==> src/rtl/core/spq_pkg.sv <==
// ----------------------------------------------------------------------------
// spq_pkg
// Shared types and constants for the sorted priority queue.
// ----------------------------------------------------------------------------
package spq_pkg;

  localparam int VALUE_W      = 32;
  localparam int PRIO_W       = 16;
  localparam int OCC_W        = 5;
  localparam int STATUS_W     = 2;
  localparam int DEF_CAPACITY = 16;

  localparam logic OP_INSERT = 1'b0;
  localparam logic OP_DELETE = 1'b1;

  localparam logic [STATUS_W-1:0] STATUS_OK    = 2'd0;
  localparam logic [STATUS_W-1:0] STATUS_EMPTY = 2'd1;
  localparam logic [STATUS_W-1:0] STATUS_FULL  = 2'd2;

  // Per-cell control, driven by the queue controller.
  typedef struct packed {
    logic ins;       // an insert is being applied this cycle
    logic del;       // a delete is being applied this cycle
    logic occupied;  // this cell holds a live entry
    logic tail;      // this cell is the first free slot
  } spq_ctl_t;

endpackage

==> src/rtl/core/spq_cell.sv <==
// ----------------------------------------------------------------------------
// spq_cell
// One slot of the sorted chain: holds a priority and value, and takes its
// left or right neighbor's entry, or the new entry, as the operation demands.
// ----------------------------------------------------------------------------
module spq_cell
  import spq_pkg::*;
(
  input  logic               clk,
  input  spq_ctl_t           ctl,
  input  logic [PRIO_W-1:0]  new_prio,
  input  logic [VALUE_W-1:0] new_value,
  input  logic               left_shift,
  input  logic [PRIO_W-1:0]  left_prio,
  input  logic [VALUE_W-1:0] left_value,
  input  logic [PRIO_W-1:0]  right_prio,
  input  logic [VALUE_W-1:0] right_value,
  output logic               shift,
  output logic [PRIO_W-1:0]  prio,
  output logic [VALUE_W-1:0] value
);

  logic take;

  // A strictly lower new priority pushes this entry right, so equal
  // priorities stay in arrival order.
  assign shift = ctl.ins && ctl.occupied && (new_prio < prio);
  assign take  = shift || (ctl.ins && ctl.tail);

  always_ff @(posedge clk) begin
    if (ctl.del) begin
      prio  <= right_prio;
      value <= right_value;
    end else if (take) begin
      if (left_shift) begin
        prio  <= left_prio;
        value <= left_value;
      end else begin
        prio  <= new_prio;
        value <= new_value;
      end
    end
  end

endmodule

==> src/rtl/core/sorted_priority_queue.sv <==
// Latency: a result appears in the cycle after its input transfer.
// Throughput: one insert or delete per cycle while the input is not stalled; all cells update in parallel.
// The input stalls only while a result is held by a stalled output.
// Reset clears the entry count and the output valid; the cells keep their
// contents, which are never read before being written.
// ----------------------------------------------------------------------------
// sorted_priority_queue
// Bounded min-first priority queue built as a chain of sorted cells.
// ----------------------------------------------------------------------------
module sorted_priority_queue
  import spq_pkg::*;
#(
  parameter int CAPACITY = DEF_CAPACITY
) (
  input  logic                       clk,
  input  logic                       rst,
  input  logic                       in_valid,
  output logic                       in_stall,
  input  logic                       opcode,
  input  logic signed [VALUE_W-1:0]  value_in,
  input  logic        [PRIO_W-1:0]   prio_in,
  output logic                       out_valid,
  input  logic                       out_stall,
  output logic        [STATUS_W-1:0] status,
  output logic signed [VALUE_W-1:0]  value_out,
  output logic        [OCC_W-1:0]    occupancy
);

  localparam int CNT_W = $clog2(CAPACITY + 1);

  logic [CNT_W-1:0]   count;
  logic [CNT_W-1:0]   count_next;
  logic               accept;
  logic               full;
  logic               empty;
  logic               do_ins;
  logic               do_del;

  logic [PRIO_W-1:0]  cell_prio  [CAPACITY];
  logic [VALUE_W-1:0] cell_value [CAPACITY];
  logic               cell_shift [CAPACITY];

  assign in_stall = out_valid && out_stall;
  assign accept   = in_valid && !in_stall;
  assign full     = (count == CNT_W'(CAPACITY));
  assign empty    = (count == '0);
  assign do_ins   = accept && (opcode == OP_INSERT) && !full;
  assign do_del   = accept && (opcode == OP_DELETE) && !empty;

  always_comb begin
    count_next = count;
    if (do_ins) begin
      count_next = count + CNT_W'(1);
    end else if (do_del) begin
      count_next = count - CNT_W'(1);
    end
  end

  always_ff @(posedge clk) begin
    if (rst) begin
      count <= '0;
    end else begin
      count <= count_next;
    end
  end

  for (genvar i = 0; i < CAPACITY; i++) begin : g_cell
    spq_ctl_t           ctl;
    logic               l_shift;
    logic [PRIO_W-1:0]  l_prio;
    logic [VALUE_W-1:0] l_value;
    logic [PRIO_W-1:0]  r_prio;
    logic [VALUE_W-1:0] r_value;

    assign ctl.ins      = do_ins;
    assign ctl.del      = do_del;
    assign ctl.occupied = (CNT_W'(i) < count);
    assign ctl.tail     = (CNT_W'(i) == count);

    if (i == 0) begin : g_head
      assign l_shift = 1'b0;
      assign l_prio  = prio_in;
      assign l_value = value_in;
    end else begin : g_body
      assign l_shift = cell_shift[i-1];
      assign l_prio  = cell_prio[i-1];
      assign l_value = cell_value[i-1];
    end

    // The last cell has no right neighbor; what it takes on a delete is
    // beyond the count and never read.
    if (i == CAPACITY - 1) begin : g_last
      assign r_prio  = cell_prio[i];
      assign r_value = cell_value[i];
    end else begin : g_inner
      assign r_prio  = cell_prio[i+1];
      assign r_value = cell_value[i+1];
    end

    spq_cell u_cell (
      .clk         (clk),
      .ctl         (ctl),
      .new_prio    (prio_in),
      .new_value   (value_in),
      .left_shift  (l_shift),
      .left_prio   (l_prio),
      .left_value  (l_value),
      .right_prio  (r_prio),
      .right_value (r_value),
      .shift       (cell_shift[i]),
      .prio        (cell_prio[i]),
      .value       (cell_value[i])
    );
  end

  always_ff @(posedge clk) begin
    if (rst) begin
      out_valid <= 1'b0;
    end else if (accept) begin
      out_valid <= 1'b1;
    end else if (!out_stall) begin
      out_valid <= 1'b0;
    end
  end

  always_ff @(posedge clk) begin
    if (accept) begin
      occupancy <= OCC_W'(count_next);
      value_out <= do_del ? cell_value[0] : '0;
      if (opcode == OP_INSERT) begin
        status <= full ? STATUS_FULL : STATUS_OK;
      end else begin
        status <= empty ? STATUS_EMPTY : STATUS_OK;
      end
    end
  end

endmodule

==> config.mk <==
export PLATFORM = sky130hd
export DESIGN_NAME = sorted_priority_queue
export DESIGN_NICKNAME = d
export VERILOG_FILES = /design/src/rtl/core/spq_pkg.sv /design/src/rtl/core/spq_cell.sv /design/src/rtl/core/sorted_priority_queue.sv
export SDC_FILE = /design/constraint.sdc
export NUM_CORES = 2
export LEC_CHECK = 0
export ABC_AREA = 1
export BUFFER_PORTS_ARGS = -buffer_cell sky130_fd_sc_hd__buf_4
export CAP_MARGIN = 20
export CORE_UTILIZATION = 55
export CTS_CLUSTER_SIZE = 20
export DETAILED_ROUTE_END_ITERATION = 10
export GPL_TIMING_DRIVEN = 0
export HOLD_SLACK_MARGIN = 0.03
export PLACE_DENSITY_LB_ADDON = 0.08
export SETUP_SLACK_MARGIN = 0.1
export SLEW_MARGIN = 10
export SYNTH_ARGS = -nofsm -noshare
export SYNTH_HDL_FRONTEND = slang
export SYNTH_HIERARCHICAL = 1
export SYNTH_SLANG_ARGS = --single-unit
==> constraint.sdc <==
create_clock -name clk -period 4.1 [get_ports clk]
set_input_delay 0.205 -clock clk [delete_from_list [all_inputs] [get_ports clk]]
set_output_delay 0.205 -clock clk [all_outputs]
set_load 0.05 [all_outputs]
==> metrics.md <==
| Metric | Value |
|---|---|
| Status | `completed` |
| Largest stage delay on the critical path | `0.48 ns` |
| Fmax | `0.270 GHz` |
| Initial DRC Count | `3117` |
| Final Wtd Congestion | `0.922` |
| Layout Utilization | `62.4%` |
| Worst EP required | `4.51 ns` |
| Vias per cell | `5.72` |
| Final period util | `90.4%` |
| Crit path arrival time | `4.12 ns` |
| 1st-pass router iterations | `6` |
| Min Tclk post-route | `3.71 ns` |
| Layout cells sized above 1 | `19.2%` |
| CP top delay family | `buffers and inverters` |
| CP max FO | `22` |
| CTS tree | `done` |
| Via Count | `40400` |
| Clock Sinks | `813` |
| Mapped Area | `0.0498 mm²` |
| Drt total wl | `138000 µm` |
| CP max-delay cell | `dfxtp_1` |
| Reg area | `0.0244 mm²` |
| RSZ-0062 raised after global routing | `false` |
| Nets | `6110` |
| Final slew viol count | `0` |
| Pwr dens | `446 mW/mm²` |
| Drt wl/cell | `19.6 µm` |
| Critical Path Sink | `g_cell[8].u_cell/prio[7]$_DFFE_PP_` |
| Max VDD drop | `0.336 mV` |
| # rows | `109` |
| Worst r2r path cells | `17` |
| Initial Util | `55.9%` |
| CTS root buf | `clkbuf_16` |
| PortBufs | `93` |
| Min-delay worst type | `primary input to register` |
| Io pins | `94` |
| Worst skew pair latency | `0.68 ns` |
| WS Path Type | `register to register` |
| Antenna-violating nets left | `0` |
| Non-Filler Instances | `7060` |
| RR Startpoint | `count[0]$_SDFF_PP0_` |
| Critical-path cell list | `inv_1 > ha_1 > nand3_2 > nand2_2 > clkinvlp_4 > buf_16 > nand2_1 > a211oi_1 > nand2_1 > nor2_1 > nand2_1 > inv_1 > inv_2 > buf_4 > buf_4 > nand2_1 > a21oi_2` |
| Initial antenna violation count | `2` |
| Setup crit start kind | `register` |
| Die width | `303 µm` |
| Worst-margin pin slew | `0.670 ns` |
| CP startpoint | `count[0]$_SDFF_PP0_` |
| Cells after Synth | `5573` |
| Inst Count DP | `6852` |
| Max_slew headroom | `55.0%` |
| Die area | `0.0917 mm²` |
| Multi-input gate area in the final layout | `0.0214 mm²` |
| Yosys Warn Count | `6` |
| Core area | `0.0891 mm²` |
| Global Route Usage Sum | `30.0%` |
| Top cell by count, worst path | `nand2_1` |
| GRT overflow | `0` |
| Deepest clock path buffer count | `3` |
| Leakage | `23.5 nW` |
| Hpwl dp | `105000 µm` |
| Layout area overhead | `11.7%` |
| Largest net degree at the start of global routing | `36` |
| Final non-filler cell area | `0.0556 mm²` |
| H-tree levels | `3` |
| Crit path buffers/inverters | `7` |
| Crit path depth | `17` |
| DRC | `0` |
| Num CTS Buffers | `94` |
| Die H | `303 µm` |
| Setup violators final | `0` |
| Reg-to-reg slack, setup | `0.39 ns` |
| First-pass GRT wire length | `217000 µm` |
| Mean area per synthesized cell | `8.93 µm²` |
| Reg clk slew, reported paths | `0.06 ns` |
| Fillers | `7762` |
| Clk_skew | `0.0357 ns` |
| Post-CTS setup buffers | `0` |
| CP endpoint kind | `register` |
| Vias in the first global route | `40800` |
| Reg-to-reg critical path endpoint | `g_cell[8].u_cell/prio[7]$_DFFE_PP_` |
| # Max-Cap Violations | `0` |
| Placed cell areas | `0.0523 mm²` |
| Hold Violations, Final | `0` |
[state kept, by name (all words and copies together) (netlist names)]
| signal | cells |
|---|---|
| out_valid | 1 |
| value_out | 32 |
| status | 2 |
| g_cell.u_cell/prio | 256 |
| occupancy | 5 |
| g_cell.u_cell/value | 512 |
| count | 5 |
[cell type report]
cell class | count | share of cell area [%]
Sequential cell | 813 | 43.8
Antenna cell | 3 | 0.0135
Inverter | 403 | 2.74
Clock buffer | 113 | 4.45
Timing Repair Buffer | 140 | 2.44
Clock inverter | 63 | 0.878
Multi-Input combinational cell | 4020 | 38.4
Buffer | 340 | 4.62
Tap cell | 1165 | 2.62
[routing by layer]
metal / vias up / global-route usage, % / share of wire, %
met2: 1150 / 49.6 / 48
met4: 0 / 8.49 / 2.5
met3: 250 / 3.04 / 4.8
met5: - / 0 / 0
met1: 19500 / 42.1 / 45
li1: 19500 / - / -
[what timing repair did]
action                                  CTS  global route
endpoints found under the setup margin    0           161
hold buffers                             29             0
resized for setup                         0             1
hold endpoints to repair                261             0
[cell usage in the layout, fill, tap and decap left out, types with 6 or more instances in the layout]
cell and n:
inv_1 366, edfxtp_1 807, ha_1 245, buf_4 157, buf_6 113, buf_2 163, buf_12 17, clkbuf_16 96
dfxtp_1 6, clkinv_2 27, nand3_1 7, nor2_1 903, inv_2 35, clkinv_1 25, nor4_1 16, a211oi_1 16
o21ai_0 23, dlygate4sd3_1 29, clkbuf_1 16, nand2_2 22, a21oi_1 1161, a21oi_2 480, nor3_1 14, nand2_1 1116
[through the flow]
step           hold slack [ns]  setup slack [ns]  power [mW]  TNS, ns
2_1_floorplan            0.272             0.665        14.9        0
3_3_place_gp             0.488             -1.25        16.5  -566.48
3_5_place_dp             0.490             0.318        16.7        0
4_1_cts                 0.0302             0.291        24.9        0
5_1_grt                 0.0380             0.169        25.9        0
6_report                0.0518             0.392        24.8        0
[worst reg2reg max path: stages, from the launching register on]
cell        delay (ns)
dfxtp_1           0.48
inv_1             0.24
ha_1              0.38
nand3_2           0.18
nand2_2           0.11
clkinvlp_4        0.27
buf_16            0.20
nand2_1           0.08
a211oi_1          0.23
nand2_1           0.08
nor2_1            0.09
nand2_1           0.10
inv_1             0.34
inv_2             0.12
buf_4             0.20
buf_4             0.19
nand2_1           0.09
a21oi_2           0.06
[how the worst min path moves through the flow]
stage	from	depth (start not counted)	to	slack, ns
6_report	value_in[30]	3	g_cell[14].u_cell/value[30]$_DFFE_PP_	0.05
5_1_grt	value_in[26]	3	g_cell[15].u_cell/value[26]$_DFFE_PP_	0.04
4_1_cts	value_in[28]	3	g_cell[15].u_cell/value[28]$_DFFE_PP_	0.03
3_5_place_dp	rst	2	count[0]$_SDFF_PP0_	0.49
3_3_place_gp	rst	2	count[0]$_SDFF_PP0_	0.49
2_1_floorplan	rst	1	count[0]$_SDFF_PP0_	0.27
[report_power, final]
part	internal (mW)	switching, mW	total, mW
clock	4.63	3.58	8.20
combinational	1.89	3.53	5.42
sequential	10.6	0.634	11.2
Note: power is estimated with default switching activity, not from simulation.
